==> config.mk <==
export PLATFORM = sky130hd
export DESIGN_NAME = nau_div
export DESIGN_NICKNAME = d
export VERILOG_FILES = /design/src/rtl/nau_pkg.sv /design/src/rtl/nau_div.sv
export SDC_FILE = /design/constraint.sdc
export NUM_CORES = 2
export LEC_CHECK = 0
export BUFFER_PORTS_ARGS = -buffer_cell sky130_fd_sc_hd__clkbuf_2
export CORE_MARGIN = 2
export CORE_UTILIZATION = 59
export DETAILED_ROUTE_END_ITERATION = 8
export PLACE_DENSITY_LB_ADDON = 0.05
export SYNTH_ARGS = -nofsm -noshare
export SYNTH_HDL_FRONTEND = slang
export SYNTH_SLANG_ARGS = --single-unit
==> constraint.sdc <==
create_clock -name clk -period 122.1 [get_ports clk]
set_input_delay 18.315 -clock clk [delete_from_list [all_inputs] [get_ports clk]]
set_output_delay 18.315 -clock clk [all_outputs]
set_load 0.1 [all_outputs]
==> src/rtl/nau_pkg.sv <==
// Shared types and constants for the neural activation unit.
// Used by nau_exp, nau_div and neural_activation_unit_core.
package nau_pkg;

  localparam int DATA_W = 16;
  localparam int FRAC_W = 10;

  localparam logic [30:0] Q30_ONE   = 31'h4000_0000;
  localparam logic [30:0] LOG2E_Q30 = 31'd1549082005;
  localparam logic [30:0] EXP_C5    = 31'd1431681;
  // Horner coefficients in evaluation order: C4, C3, C2, C1, one
  localparam logic [30:0] HORNER_C [5] = '{
    31'd10327387, 31'd59597083, 31'd257941248, 31'd744261118, 31'h4000_0000
  };
  localparam logic [16:0] SELU_LAMBDA_Q16 = 17'd68859;
  localparam logic [16:0] SELU_AL_Q16     = 17'd115221;

  typedef enum logic [1:0] {
    REG_MODE     = 2'd0,
    REG_ALPHA    = 2'd1,
    REG_CLIP_MIN = 2'd2,
    REG_CLIP_MAX = 2'd3
  } reg_idx_t;

  typedef enum logic [2:0] {
    MODE_RELU    = 3'd0,
    MODE_LEAKY   = 3'd1,
    MODE_ELU     = 3'd2,
    MODE_SELU    = 3'd3,
    MODE_SIGMOID = 3'd4,
    MODE_TANH    = 3'd5,
    MODE_HTANH   = 3'd6
  } mode_t;

  typedef struct packed {
    logic                     valid;
    logic                     last;
    logic signed [DATA_W-1:0] x;
  } item_t;

  typedef struct packed {
    item_t       item;
    logic [46:0] prod;
  } side_t;

endpackage

==> src/rtl/nau_div.sv <==
// Restoring divider, one quotient bit per stage, eleven stages.
// Depends on nau_pkg; carries a side word alongside the quotient.
module nau_div (
  input  logic           clk,
  input  logic           rst,
  input  logic           en,
  input  nau_pkg::side_t side_in,
  input  logic [40:0]    num,
  input  logic [31:0]    den,
  output nau_pkg::side_t side_out,
  output logic [10:0]    q
);
  import nau_pkg::*;

  localparam int STAGES = 11;

  logic [42:0] r_q  [0:STAGES-1];
  logic [31:0] d_q  [0:STAGES-1];
  logic [10:0] q_q  [0:STAGES-1];
  side_t       sd_q [0:STAGES-1];

  for (genvar s = 0; s < STAGES; s++) begin : g_stage
    logic [42:0] r_in;
    logic [31:0] d_in;
    logic [10:0] q_in;
    side_t       sd_in;
    logic [42:0] dd;
    logic        ge;
    if (s == 0) begin : g_first
      assign r_in  = 43'(num);
      assign d_in  = den;
      assign q_in  = '0;
      assign sd_in = side_in;
    end else begin : g_rest
      assign r_in  = r_q[s-1];
      assign d_in  = d_q[s-1];
      assign q_in  = q_q[s-1];
      assign sd_in = sd_q[s-1];
    end
    assign dd = 43'(d_in) << (STAGES - 1 - s);
    assign ge = (r_in >= dd);

    always_ff @(posedge clk) begin
      if (rst) begin
        sd_q[s].item.valid <= 1'b0;
      end else if (en) begin
        sd_q[s] <= sd_in;
        d_q[s]  <= d_in;
        r_q[s]  <= ge ? (r_in - dd) : r_in;
        q_q[s]  <= q_in | (11'(ge) << (STAGES - 1 - s));
      end
    end
  end

  assign side_out = sd_q[STAGES-1];
  assign q        = q_q[STAGES-1];

endmodule

==> results.py <==
metrics = {
    "synth": {
        "synth_top_area_share": 0.659,
        "synth_edf_count": 1531,
        "ys_warn_count": 0,
        "synth.avg_cell_area_um2": 13.2,
        "synth_nets": 5789,
        "yosysSeqAreaShare": 0.659,
        "synth_area_leaders": "edfxtp_1 (66%), ha_1 (6.3%), a21oi_1 (3.0%)",
        "synth_ff_type": "edfxtp_1",
        "syn_area_um2": 69700,
        "postSynth.asyncResetShare": 0,
        "synth_top_cell_by_area": "edfxtp_1",
        "synth_cells": 5287,
        "ys_ff_latch": 1531,
        "ys_types": 98,
    },
    "clock_network": {
        "clk_pin_slew_worst_paths_ns": 0.06,
        "numCtsBuffers": 155,
        "clock_path_buffers": 3,
        "cts-resized-gates": 0,
        "clkLatencyLatePin_ns": 0.79,
        "cts_tree": "yes",
        "h-tree-depth": 4,
        "cts-root-buf": "clkbuf_16",
        "numClockSinks": 1531,
        "hold_buffers": 0,
        "post-cts-setup-buffers": 0,
    },
    "sta": {
        "tns_ns": 0,
        "rsz0062_at_grt": "false",
        "hold_viol": 0,
        "fin_skew_ns": 0.0274,
        "setup_viol_count_final": 0,
        "setup_ws_ns": 100.09,
        "period_minus_slack_ns": 22.01,
        "slew_headroom": 0.247,
        "drv_slew": 0,
        "fin_crit_sh": 0.180,
        "worst_pin_slew_ns": 1.12,
        "fmax_mhz": 45.4,
    },
    "route": {
        "drt_first_pass_iters": 5,
        "ant_nets": 0,
        "wl_per_cell_um": 16.8,
        "drt-total-wl_mm": 121,
        "drt_iter0_drc": 2517,
        "num_vias": 39700,
        "route.detailed.drc": 0,
        "viasPerCell": 5.51,
    },
    "worst_setup_path": {
        "worstSetupEndpointType": "register",
        "arrival_ns": 22.40,
        "worst-setup-path-type": "input port to register",
        "path_buf_inv": 6,
        "path_delay_family": "buffers and inverters",
        "start_kind": "input port",
        "r2r-start": "r_q[0][10]",
        "max_stage_delay_ns": 0.90,
        "crit_chain": "clkbuf_2 -> nor2b_4 -> buf_4 -> buf_4 -> buf_12 -> buf_4 -> buf_4",
        "crit_cells": 7,
        "cp-endpoint": "sd_q[0][36]",
        "crit_required_ns": 122.49,
        "cp_common_cell": "buf_4",
        "r2r-end": "r_q[1][38]",
        "critical_path.max_fanout": 166,
        "r2r_cells": 9,
        "critPathLaunch": "en",
        "reg2reg_slack_ns": 117.62,
        "crit_path_top_delay_cell": "buf_4",
    },
    "worst_hold_path": {
        "hold_path.class": "register to register",
    },
    "power_and_ir_drop": {
        "powerDensity_nw_per_um2": 16.2,
        "internal_power_uw": 950,
        "p_sw_uw": 303,
        "seqPwrFrac": 0.502,
        "combPwrFrac": 0.128,
        "power_frac_clock": 0.370,
        "swShare": 0.242,
        "peakVddDrop_mv": 0.0138,
        "p_leak_uw": 0.0296,
    },
    "floorplanning": {
        "ios": 217,
        "die_w_um": 348,
        "dieArea_um2": 121000,
        "core_area_um2": 118000,
        "start_util": 0.593,
        "fp-row-count": 126,
        "die_height_um": 348,
    },
    "grt": {
        "gr-total-overflow": 0,
        "grt_first_pass_wirelength_mm": 195,
        "grt_pass1_vias": 38900,
        "antenna_found_initial": 0,
        "grt_max_degree": 199,
        "grt_usage": 0.202,
    },
    "placed_design": {
        "place_ws_ns": 99.28,
        "placed_area_um2": 72400,
        "portBuffers": 216,
        "dp_hpwl_mm": 87.5,
        "place_congestion": 0.994,
    },
    "layout": {
        "utilization": 0.659,
        "fin_area_um2": 77500,
        "areaGrowthSynthToFinish_pct": 11.2,
        "drive_above_1_share": 0.101,
        "num_antenna_cells": 0,
        "nets": 6045,
    },
    "flow_run": {
        "cap_viol_max_count": 0,
    },
    "outcome": {
        "status": "finished clean",
    },
}
metal layers:
| metal | vias up | share of wire | GRT usage | routed length, um |
|---|---|---|---|---|
| li1 | 20100 | - | - | - |
| met1 | 18400 | 0.43 | 0.252 | 52000 |
| met2 | 892 | 0.48 | 0.341 | 58700 |
| met3 | 276 | 0.037 | 0.0338 | 4510 |
| met4 | 0 | 0.049 | 0.107 | 5960 |
| met5 | - | 0 | 0 | 0 |
sequential cells by signal (all words and copies together) (netlist names):
signal,flops
r_q,430
sd_q,715
d_q,320
q_q,66
cells in the final DEF (no fill, tap or decap), drive strengths merged, types with 13 or more instances in the layout:
master     n
a21oi    428
buf       30
bufinv    15
o21a      32
nor3      60
o31ai     24
or3       27
xnor2    182
o21ai    287
a31oi     45
nand3     93
clkinv    65
and3      39
a21o     193
inv      439
xor2     146
nand3b    13
mux2      36
nand4b    15
ha       351
edfxtp  1531
clkbuf   407
nand2b    56
o21bai    38
nor4      29
nand4     70
nor2b     40
a211oi    36
and2      30
o211ai    23
nor2     343
nand2    360
cell type report:
class | instances | area (um2)
Tap cell | 1536 | 1920
Clock inverter | 93 | 1060
Clock buffer | 191 | 4060
Multi-Input combinational cell | 3176 | 21500
Timing Repair Buffer | 246 | 1360
Fill cell | 8568 | 40100
Inverter | 433 | 1630
Sequential cell | 1531 | 46000
stage by stage:
| step | total power (uW) | instances | hold slack, ns |
|---|---|---|---|
| floorplan | 804 | 5287 | 0.400 |
| global placement | 797 | 6922 | 0.400 |
| detailed placement | 799 | 6922 | 0.405 |
| CTS | 1270 | 7206 | 0.406 |
| global route | 1310 | 7206 | 0.409 |
| finish | 1250 | 7206 | 0.406 |
Yosys cell counts, drive strengths merged (9+ instances only):
cell type,n
edfxtp,1531
inv,433
a21oi,428
nand2,360
ha,351
nor2,343
o21ai,287
a21o,193
xnor2,182
xor2,146
clkbuf,99
nand3,93
nand4,70
nor3,60
nand2b,56
buf,48
a31oi,45
nor2b,40
and3,39
o21bai,38
a211oi,36
mux2,36
o21a,32
and2,30
nor4,29
or3,27
o31ai,24
o211ai,23
nand4b,15
nand3b,13
or4,11
a31o,10
a41oi,10
fa,10
a2111oi,9
and4,9
o2111ai,9
or2,9
power by group through the flow:
stage | combinational (uW) | clock, uW | sequential, uW
after floorplan | 120 | 0 | 685
after global placement | 157 | 0 | 639
after detailed placement | 159 | 0 | 640
after CTS | 160 | 478 | 629
after global routing | 180 | 498 | 632
final | 161 | 464 | 629
cells by family (layout without fill, tap and decap cells):
family,after synthesis,after routing,share of synthesized area
flip-flops,1531,1531,0.659
AO/OA/AOI/OAI,1228,1228,0.111
AND/OR/NAND/NOR,1220,1220,0.0839
buffers and inverters,580,963,0.0327
adder cells (fa/ha/maj),361,361,0.0658
XOR/XNOR,328,328,0.0412
multiplexers,39,39,0.00624
how the worst min path moves through the flow:
stage,start,to,slack (ns),cells past startpoint
6_report,sd_q[3][48],sd_q[4][48],0.41,0
5_1_grt,sd_q[3][48],sd_q[4][48],0.41,0
4_1_cts,sd_q[3][48],sd_q[4][48],0.41,0
3_5_place_dp,q_q[9][9],q_q[10][9],0.40,0
3_3_place_gp,sd_q[7][7],sd_q[8][7],0.40,0
2_1_floorplan,q_q[9][10],q_q[10][10],0.40,0
(Power assumes the default switching activity.)
